File: config.mk
export PLATFORM = sky130hd
export DESIGN_NAME = vbp_ctrl
export DESIGN_NICKNAME = d
export VERILOG_FILES = /design/src/hdl/vbp_pkg.sv /design/src/hdl/vbp_ctrl.sv
export SDC_FILE = /design/constraint.sdc
export NUM_CORES = 1
export LEC_CHECK = 0
export BUFFER_PORTS_ARGS = -buffer_cell sky130_fd_sc_hd__clkbuf_2
export CAP_MARGIN = 20
export CORE_MARGIN = 2
export CORE_UTILIZATION = 59
export CTS_BUF_LIST = sky130_fd_sc_hd__clkbuf_2 sky130_fd_sc_hd__clkbuf_4 sky130_fd_sc_hd__clkbuf_8
export CTS_CLUSTER_DIAMETER = 40
export CTS_CLUSTER_SIZE = 14
export DETAILED_ROUTE_END_ITERATION = 8
export PLACE_DENSITY = 0.82
export SLEW_MARGIN = 0
export SYNTH_ARGS = -nofsm -noshare
export SYNTH_HDL_FRONTEND = slang
export SYNTH_SLANG_ARGS = --single-unit
File: constraint.sdc
create_clock -name i_clk -period 4.1 [get_ports i_clk]
set_clock_uncertainty 0.1 [all_clocks]
set_input_delay 0.82 -clock i_clk [delete_from_list [all_inputs] [get_ports i_clk]]
set_output_delay 0.82 -clock i_clk [all_outputs]
set_load 0.1 [all_outputs]
File: src/hdl/vbp_pkg.sv
// Package of the Verlet ball physics step core: widths, codes, command and status types.
// Shared by the controller, the datapath, the arithmetic units and the top level.
package vbp_pkg;

    localparam int FRAC_BITS = 16;
    localparam int POS_W     = 24;
    localparam int CRD_W     = POS_W + 1;
    localparam int SUM_W     = POS_W + 3;
    localparam int ACC_W     = 2 * CRD_W;
    localparam int ROOT_W    = CRD_W;
    localparam int NUM_W     = 48;
    localparam int RAD_W     = 23;
    localparam int DT_W      = 16;
    localparam int G_W       = 17;
    localparam int IDX_W     = 6;
    localparam int CNT_W     = IDX_W + 1;
    localparam int OIDX_W    = 5;
    localparam int CFG_IDX_W = 2;
    localparam int CFG_W     = RAD_W;
    localparam int G_SH      = 48 - FRAC_BITS;

    localparam logic [RAD_W-1:0]  HALF_Q = RAD_W'(1 << (FRAC_BITS - 1));
    localparam logic [ROOT_W-1:0] TWO_Q  = ROOT_W'(2 << FRAC_BITS);
    localparam logic [ACC_W-1:0]  TWO_SQ = ACC_W'(64'd1 << (2 * FRAC_BITS + 2));

    localparam logic signed [SUM_W-1:0] SUM_MAX = SUM_W'(8388607);
    localparam logic signed [SUM_W-1:0] SUM_MIN = -SUM_W'(8388608);

    localparam logic [1:0] ST_POS     = 2'd0;
    localparam logic [1:0] ST_SPAWNED = 2'd1;
    localparam logic [1:0] ST_FULL    = 2'd2;
    localparam logic [1:0] ST_EMPTY   = 2'd3;

    localparam logic OPC_STEP  = 1'b0;
    localparam logic OPC_SPAWN = 1'b1;

    localparam logic [CFG_IDX_W-1:0] CFG_RADIUS = 2'd0;
    localparam logic [CFG_IDX_W-1:0] CFG_DT     = 2'd1;
    localparam logic [CFG_IDX_W-1:0] CFG_GRAV   = 2'd2;

    typedef logic [2:0][POS_W-1:0] t_vec;

    typedef enum logic [3:0] {
        OP_NONE, OP_GRAV1, OP_GRAV2, OP_CLR, OP_SQ_POS, OP_SQ_DIFF, OP_SQRT,
        OP_MUL_CLAMP, OP_MUL_COLL, OP_DIV, OP_UPD_CLAMP, OP_UPD_COLL, OP_OUT
    } t_op;

    typedef enum logic [2:0] {
        WR_NONE, WR_SPAWN, WR_INTEG, WR_A, WR_B
    } t_wr;

    typedef enum logic [4:0] {
        S_IDLE, S_GRAV1, S_GRAV2,
        S_C_RD, S_C_LD, S_C_SQ, S_C_CMP, S_C_SQW, S_C_MUL, S_C_DIV, S_C_DW, S_C_UPD,
        S_C_WR,
        S_I_RD, S_I_WR,
        S_P_RDA, S_P_RDB, S_P_LDB, S_P_SQ, S_P_CMP, S_P_SQW, S_P_MUL, S_P_DIV,
        S_P_DW, S_P_UPD, S_P_WRA, S_P_WRB,
        S_E_RD, S_E_OUT
    } t_state;

    typedef struct packed {
        t_op              op;
        t_wr              wr;
        logic             rd;
        logic             ld_a;
        logic             ld_b;
        logic [IDX_W-1:0] addr;
        logic [1:0]       coord;
        logic [1:0]       status;
        logic             last;
    } t_cmd;

    typedef struct packed {
        logic out_valid;
        logic sqrt_done;
        logic div_done;
        logic need_clamp;
        logic close;
    } t_stat;

    function automatic logic [POS_W-1:0] sat_pos(input logic signed [SUM_W-1:0] v);
        logic signed [SUM_W-1:0] t;
        t = v;
        if (v > SUM_MAX) t = SUM_MAX;
        if (v < SUM_MIN) t = SUM_MIN;
        return t[POS_W-1:0];
    endfunction

endpackage

File: src/hdl/vbp_ctrl.sv
// Controller: ball count, loop counters and the phase sequencer.
// Depends on vbp_pkg; issues commands to vbp_dp and reads its status.
module vbp_ctrl
    import vbp_pkg::*;
#(
    parameter int MAX_BALLS = 32
)
(
    input  logic  i_clk,
    input  logic  i_rst_n,
    input  logic  i_in_valid,
    input  logic  i_opcode,
    input  t_stat i_stat,
    output logic  o_in_ready,
    output t_cmd  o_cmd
);

    t_state             r_state, n_state;
    logic [CNT_W-1:0]   r_cnt, n_cnt;
    logic [IDX_W-1:0]   r_i, n_i;
    logic [IDX_W-1:0]   r_j, n_j;
    logic [1:0]         r_c, n_c;
    logic               accept, full, i_last, j_last, c_last;

    assign o_in_ready = (r_state == S_IDLE) && !i_stat.out_valid;
    assign accept     = i_in_valid && o_in_ready;
    assign full       = (r_cnt == CNT_W'(MAX_BALLS));
    assign i_last     = (CNT_W'(r_i) == r_cnt - CNT_W'(1));
    assign j_last     = (CNT_W'(r_j) == r_cnt - CNT_W'(1));
    assign c_last     = (r_c == 2'd2);

    always_comb begin
        n_state = r_state;
        n_cnt   = r_cnt;
        n_i     = r_i;
        n_j     = r_j;
        n_c     = r_c;
        case (r_state)
            S_IDLE: begin
                if (accept) begin
                    if (i_opcode == OPC_SPAWN) begin
                        if (!full) n_cnt = r_cnt + CNT_W'(1);
                    end else if (r_cnt != '0) begin
                        n_state = S_GRAV1;
                        n_i     = '0;
                    end
                end
            end
            S_GRAV1: n_state = S_GRAV2;
            S_GRAV2: n_state = S_C_RD;
            S_C_RD:  n_state = S_C_LD;
            S_C_LD: begin
                n_state = S_C_SQ;
                n_c     = '0;
            end
            S_C_SQ: begin
                n_c = r_c + 2'd1;
                if (c_last) n_state = S_C_CMP;
            end
            S_C_CMP: begin
                n_c = '0;
                if (i_stat.need_clamp) begin
                    n_state = S_C_SQW;
                end else if (i_last) begin
                    n_state = S_I_RD;
                    n_i     = '0;
                end else begin
                    n_state = S_C_RD;
                    n_i     = r_i + IDX_W'(1);
                end
            end
            S_C_SQW: if (i_stat.sqrt_done) n_state = S_C_MUL;
            S_C_MUL: n_state = S_C_DIV;
            S_C_DIV: n_state = S_C_DW;
            S_C_DW:  if (i_stat.div_done) n_state = S_C_UPD;
            S_C_UPD: begin
                n_c     = r_c + 2'd1;
                n_state = c_last ? S_C_WR : S_C_MUL;
            end
            S_C_WR: begin
                if (i_last) begin
                    n_state = S_I_RD;
                    n_i     = '0;
                end else begin
                    n_state = S_C_RD;
                    n_i     = r_i + IDX_W'(1);
                end
            end
            S_I_RD: n_state = S_I_WR;
            S_I_WR: begin
                if (i_last) begin
                    n_state = S_P_RDA;
                    n_i     = '0;
                    n_j     = '0;
                end else begin
                    n_state = S_I_RD;
                    n_i     = r_i + IDX_W'(1);
                end
            end
            S_P_RDA: n_state = S_P_RDB;
            S_P_RDB: n_state = S_P_LDB;
            S_P_LDB: begin
                n_state = S_P_SQ;
                n_c     = '0;
            end
            S_P_SQ: begin
                n_c = r_c + 2'd1;
                if (c_last) n_state = S_P_CMP;
            end
            S_P_CMP: begin
                n_c = '0;
                if (i_stat.close) begin
                    n_state = S_P_SQW;
                end else if (j_last) begin
                    n_j = '0;
                    if (i_last) begin
                        n_state = S_E_RD;
                        n_i     = '0;
                    end else begin
                        n_state = S_P_RDA;
                        n_i     = r_i + IDX_W'(1);
                    end
                end else begin
                    n_state = S_P_RDA;
                    n_j     = r_j + IDX_W'(1);
                end
            end
            S_P_SQW: if (i_stat.sqrt_done) n_state = S_P_MUL;
            S_P_MUL: n_state = S_P_DIV;
            S_P_DIV: n_state = S_P_DW;
            S_P_DW:  if (i_stat.div_done) n_state = S_P_UPD;
            S_P_UPD: begin
                n_c     = r_c + 2'd1;
                n_state = c_last ? S_P_WRA : S_P_MUL;
            end
            S_P_WRA: n_state = S_P_WRB;
            S_P_WRB: begin
                if (j_last) begin
                    n_j = '0;
                    if (i_last) begin
                        n_state = S_E_RD;
                        n_i     = '0;
                    end else begin
                        n_state = S_P_RDA;
                        n_i     = r_i + IDX_W'(1);
                    end
                end else begin
                    n_state = S_P_RDA;
                    n_j     = r_j + IDX_W'(1);
                end
            end
            S_E_RD: n_state = S_E_OUT;
            S_E_OUT: begin
                if (!i_stat.out_valid) begin
                    if (i_last) begin
                        n_state = S_IDLE;
                    end else begin
                        n_state = S_E_RD;
                        n_i     = r_i + IDX_W'(1);
                    end
                end
            end
            default: n_state = S_IDLE;
        endcase
    end

    always_comb begin
        o_cmd        = '0;
        o_cmd.op     = OP_NONE;
        o_cmd.wr     = WR_NONE;
        o_cmd.addr   = r_i;
        o_cmd.coord  = r_c;
        o_cmd.status = ST_POS;
        case (r_state)
            S_IDLE: begin
                if (accept) begin
                    o_cmd.op   = OP_OUT;
                    o_cmd.last = 1'b1;
                    o_cmd.addr = '0;
                    if (i_opcode == OPC_SPAWN) begin
                        if (full) begin
                            o_cmd.status = ST_FULL;
                        end else begin
                            o_cmd.status = ST_SPAWNED;
                            o_cmd.wr     = WR_SPAWN;
                            o_cmd.addr   = r_cnt[IDX_W-1:0];
                        end
                    end else if (r_cnt == '0) begin
                        o_cmd.status = ST_EMPTY;
                    end else begin
                        o_cmd.op = OP_NONE;
                    end
                end
            end
            S_GRAV1: o_cmd.op = OP_GRAV1;
            S_GRAV2: o_cmd.op = OP_GRAV2;
            S_C_RD: begin
                o_cmd.rd = 1'b1;
                o_cmd.op = OP_CLR;
            end
            S_C_LD:  o_cmd.ld_a = 1'b1;
            S_C_SQ:  o_cmd.op = OP_SQ_POS;
            S_C_CMP: if (i_stat.need_clamp) o_cmd.op = OP_SQRT;
            S_C_MUL: o_cmd.op = OP_MUL_CLAMP;
            S_C_DIV: o_cmd.op = OP_DIV;
            S_C_UPD: o_cmd.op = OP_UPD_CLAMP;
            S_C_WR:  o_cmd.wr = WR_A;
            S_I_RD:  o_cmd.rd = 1'b1;
            S_I_WR:  o_cmd.wr = WR_INTEG;
            S_P_RDA: begin
                o_cmd.rd = 1'b1;
                o_cmd.op = OP_CLR;
            end
            S_P_RDB: begin
                o_cmd.ld_a = 1'b1;
                o_cmd.rd   = 1'b1;
                o_cmd.addr = r_j;
            end
            S_P_LDB: o_cmd.ld_b = 1'b1;
            S_P_SQ:  o_cmd.op = OP_SQ_DIFF;
            S_P_CMP: if (i_stat.close) o_cmd.op = OP_SQRT;
            S_P_MUL: o_cmd.op = OP_MUL_COLL;
            S_P_DIV: o_cmd.op = OP_DIV;
            S_P_UPD: o_cmd.op = OP_UPD_COLL;
            S_P_WRA: o_cmd.wr = WR_A;
            S_P_WRB: begin
                o_cmd.wr   = WR_B;
                o_cmd.addr = r_j;
            end
            S_E_RD:  o_cmd.rd = 1'b1;
            S_E_OUT: begin
                if (!i_stat.out_valid) begin
                    o_cmd.op   = OP_OUT;
                    o_cmd.last = i_last;
                end
            end
            default: ;
        endcase
    end

    always_ff @(posedge i_clk) begin
        if (!i_rst_n) begin
            r_state <= S_IDLE;
            r_cnt   <= '0;
            r_i     <= '0;
            r_j     <= '0;
            r_c     <= '0;
        end else begin
            r_state <= n_state;
            r_cnt   <= n_cnt;
            r_i     <= n_i;
            r_j     <= n_j;
            r_c     <= n_c;
        end
    end

endmodule

---- Word level (Yosys, flattened, before mapping) ----
Index checks and enable logic that the tools add are counted.
storage, ports and cells
  bits of input ports ..................... 9
  output and inout bits ................... 22
  register bits after elaboration ......... 26
operators by class
  add/sub/neg operators ................... 5
  reductions and logical operators ........ 22
  eq/ne operators ......................... 46
  bitwise gates (word level) .............. 1
  muxes and demuxes ....................... 59
operators with widths
  operator                                                                count
  5-bit one-hot mux with 29 select lines                                  1
  6-bit two-way mux                                                       15
  5-bit two-way mux                                                       14
  5-bit equality test (second input constant)                             13
  4-bit one-hot mux with 14 select lines                                  1
  5-bit by 4-bit equality test with 1-bit output (second input constant)  8
  6-bit one-hot mux with 6 select lines                                   1
  2-bit inequality test (second input constant)                           13
  4-bit two-way mux                                                       6
  5-bit by 3-bit equality test with 1-bit output (second input constant)  4
  6-bit one-hot mux with 3 select lines                                   1
  3-bit two-way mux                                                       5
  6-bit by 7-bit equality test with 1-bit output                          2
  6-bit by 1-bit adder with 6-bit output (second input constant)          2
  3-bit one-hot mux with 4 select lines                                   1
  6-bit one-hot mux with 2 select lines                                   1
  2-bit OR reduction                                                      6
  5-bit by 2-bit equality test with 1-bit output (second input constant)  2
  2-bit two-way mux                                                       5
  10-bit AND reduction                                                    1
  8-bit AND reduction                                                     1
  4-bit OR reduction                                                      2
  7-bit by 1-bit adder with 7-bit output (second input constant)          1
  7-bit by 6-bit equality test with 1-bit output (second input constant)  1
  21 further kinds                                                        26

---- Depth between registers and ports, before layout ----
  depth in word-level cells ............... 6
  gate-level depth with buffers ........... 11

---- Least setup slack after synthesis ----
No wires, ideal clock.
  path type ............................... register to output
  start point ............................. reg r_cnt[0]
  end point ............................... out o_cmd[0] in the netlist's numbering
  data required time ...................... 3.180 ns
  slack ................................... -0.884 ns
  stages on the path, launching flop included .. 10
  path buffers ............................ 2
  data arrival time ....................... 4.064 ns
  cell sequence ........................... dfxtp_1 buf_2 inv_1 ha_1 xnor2_1 nor3_1 nand4_1 or2_2 buf_2 o31ai_1
RTL lines
  what                    RTL line         source
  start, declared         vbp_ctrl.sv:19   logic [CNT_W-1:0] r_cnt, n_cnt;
  start signal, assigned  vbp_ctrl.sv:250  r_cnt <= n_cnt;
  end, declared           vbp_ctrl.sv:15   output t_cmd o_cmd

==> run summary <==
Hold slack final: 440 ps
Multi-input combinational cell area: 2040 um^2
Area Overhead vs Synth: 9.90%
Fin cells: 443
# IOs: 31
Setup violators final: 0
Critical path data arrival time: 2910 ps
Comb power frac: 71.9%
H-tree depth: 1
Worst path cell trace: inv_1 -> ha_1 -> xnor2_1 -> nor3_1 -> nand4_1 -> or2_2 -> o31ai_2 -> clkbuf_2
Synthesis Warnings: 0
M2 GR Usage: 44.0%
Switching Share: 57.4%
Largest area contributor in the netlist: dfxtp_1
Switching pwr: 1.05 mW
Leak: 1.18 nW
Initial Util: 62.4%
Placed cells: 439
Most common cell in the synthesized netlist: nor2_1
Worst-margin pin slew: 635 ps
TritonCTS sink count: 26
Cells after Synth: 381
Critical Path Stages: 8
Grt met3 use: 4.86%
Post-DP HPWL: 5320 um
Clock slew at reported path FFs: 80 ps
Fin. Hold Viols: 0
Slew Limit Headroom: 57.2%
DIE WIDTH: 72.3 um
DRT Pass-1 Iters: 7
1st-iter DRT viols: 506
Register share of total power: 16.7%
Dominant synthesized flop cell: dfxtp_1
Cell Int Power: 783 uW
Cts repair resizes: 0
Share of layout cells above drive strength 1: 14.3%
Ys async rst share: 0%
Max_cap viols: 0
Ant diodes: 0
CTS hold repair buffers: 0
Drt via density: 6.58
Global-route wire length before repair: 12,300 um
RR Startpoint: r_cnt[1]
Routed vias: 2,917
Antenna Nets Post-Route: 0
Final setup margin: 269 ps
Yosys reg bits: 26
CP max FO: 8
Internal reg-to-reg setup slack: 1120 ps
Pwr/cell area: 607 nW/um^2
Skew-Pair Late Insertion Delay: 270 ps
CP endpoint kind: output port
Top delay family on crit path: simple AND/OR/NAND/NOR gates
CP Buf/Inv Count: 2
Largest net degree at the start of global routing: 44
Num CTS Buffers: 3
GRT Total Usage: 28.9%
Worst reg2reg path endpoint: r_j[3]
Postcts setup bufs: 0
CP peak stage delay: 520 ps
Dpl ws: 543 ps
Worst setup path endpoint: o_cmd[0]
Post-Route WL: 7340 um
Worst Setup Start Kind: register
DR WL/cell: 16.6 um
Met1 Use GR: 42.6%
Net Count, Synth: 396
Min-delay src: r_j[5]
Cell variety after synth: 69
Hold Path Class: reg -> reg
Period minus WS final: 3830 ps
Clk buf depth: 2
Post-synth top cells: nor2_1, nand2_1, dfxtp_1, a21oi_1, o21ai_0
CTS tree: done
Slew Limit Fails: 0
Slowest-stage cell, CP: dfxtp_1
I/O Buffers: 30
Post-route DRC: 0
Clk pwr share: 11.4%
Fill cells: 365
Grt total ovfl: 0
Syn avg cell area: 7.23 um^2
Gpl congestion: 0.963
Via count of the first global-routing pass: 2,524
Final period util: 93.4%
Largest cells by area after synthesis: dfxtp_1, nor2_1, xnor2_1, a21oi_1, nand2_1
Status: completed
RSZ-0062 raised after global routing: no
Post-synth top area share: 18.9%
Full die area: 5230 um^2
Core area: 4410 um^2
Total power: 1.84 mW
NumNets Final: 407
Crit Path Class: reg -> out
Number of synthesized flops with an enable pin: 0
Setup_tns: 0 ps
Reg2reg path depth: 8
Grt peak-use layer: met2
Post-Syn Area: 2750 um^2
Achievable Freq: 0.261 GHz
Post-synthesis sequential area ratio: 18.9%
Max VDD drop: 0.000345 V
CP required: 3180 ps
Initial antenna violation count: 0
Seq. cell area: 520 um^2
Min-Delay Path Depth: 2
Row cnt: 24
Crit path launch: r_cnt[1]
CTS root buf: clkbuf_8
Die H: 72.3 um
flip-flops by register name (all words and copies together), names as in the netlist:
name,count
r_i,6
r_j,6
r_state,5
r_c,2
r_cnt,7
metrics by stage:
step	cell area [um^2]	utilization, %
final	3030	68.6
after CTS	3030	68.6
after detailed placement	2960	67.0
after global placement	2960	67.0
after global routing	3030	68.6
after floorplan	2770	-
layer usage:
metal,vias to the layer above,wire length [um],part of all wire (%)
met1,1339,3270,45
met3,14,609,8.3
met5,-,0,0
li1,1413,-,-
met4,0,128,1.7
met2,151,3330,45
worst min path at each step:
| stage | endpoint | slack, ps |
|---|---|---|
| final | r_j[5] | 440 |
| after CTS | r_j[5] | 440 |
| after detailed placement | r_j[5] | 430 |
| after global routing | r_cnt[6] | 480 |
| after floorplan | r_cnt[6] | 380 |
| after global placement | r_j[5] | 410 |
logic make-up (layout without fill, tap and decap cells):
logic type,after synthesis,after routing,share of synthesized area [%]
flops,26,26,18.9
fa+ha+maj,6,6,2.73
xor+xnor,28,28,9.45
mux,6,6,2.27
compound gates,112,112,29.0
buf+inv,49,59,7.91
simple gates,154,154,29.8
tightest hold or removal path, cell delays in order, from the launching register on:
cell and delay [ps]:
dfxtp_1 360, nand2_1 70, a31oi_1 70
cell usage in the layout, fill, tap and decap left out, types with 5 or more instances in the layout:
cell,netlist,layout
a211oi_1,7,6
a21oi_1,22,22
a222oi_1,5,5
a31oi_1,5,5
and2_1,5,5
buf_4,1,8
clkbuf_2,0,26
dfxtp_1,26,26
ha_1,6,6
inv_1,16,16
nand2_1,28,28
nand2b_1,15,15
nand3_1,8,8
nor2_1,41,41
nor2b_1,11,11
nor3_1,13,11
o2111ai_1,5,5
o21ai_0,19,18
o22ai_1,7,7
or3_1,6,6
xnor2_1,16,16
xor2_1,11,11
power groups by stage:
stage / clock network, mW / logic (mW) / registers [mW]
2_1_floorplan: 0 / 1.03 / 0.330
3_3_place_gp: 0 / 1.29 / 0.311
3_5_place_dp: 0 / 1.29 / 0.312
4_1_cts: 0.213 / 1.30 / 0.306
5_1_grt: 0.228 / 1.41 / 0.311
6_report: 0.210 / 1.32 / 0.306
area by class of cell:
cell class	count	share of cell area, %
Inverter	17	2.11
Tap cell	52	2.15
Clock inverter	1	0.992
Sequential cell	26	17.2
Multi-Input combinational cell	306	67.3
Clock buffer	3	1.36
Timing Repair Buffer	38	8.93
Power figures use the tool's default switching activity.
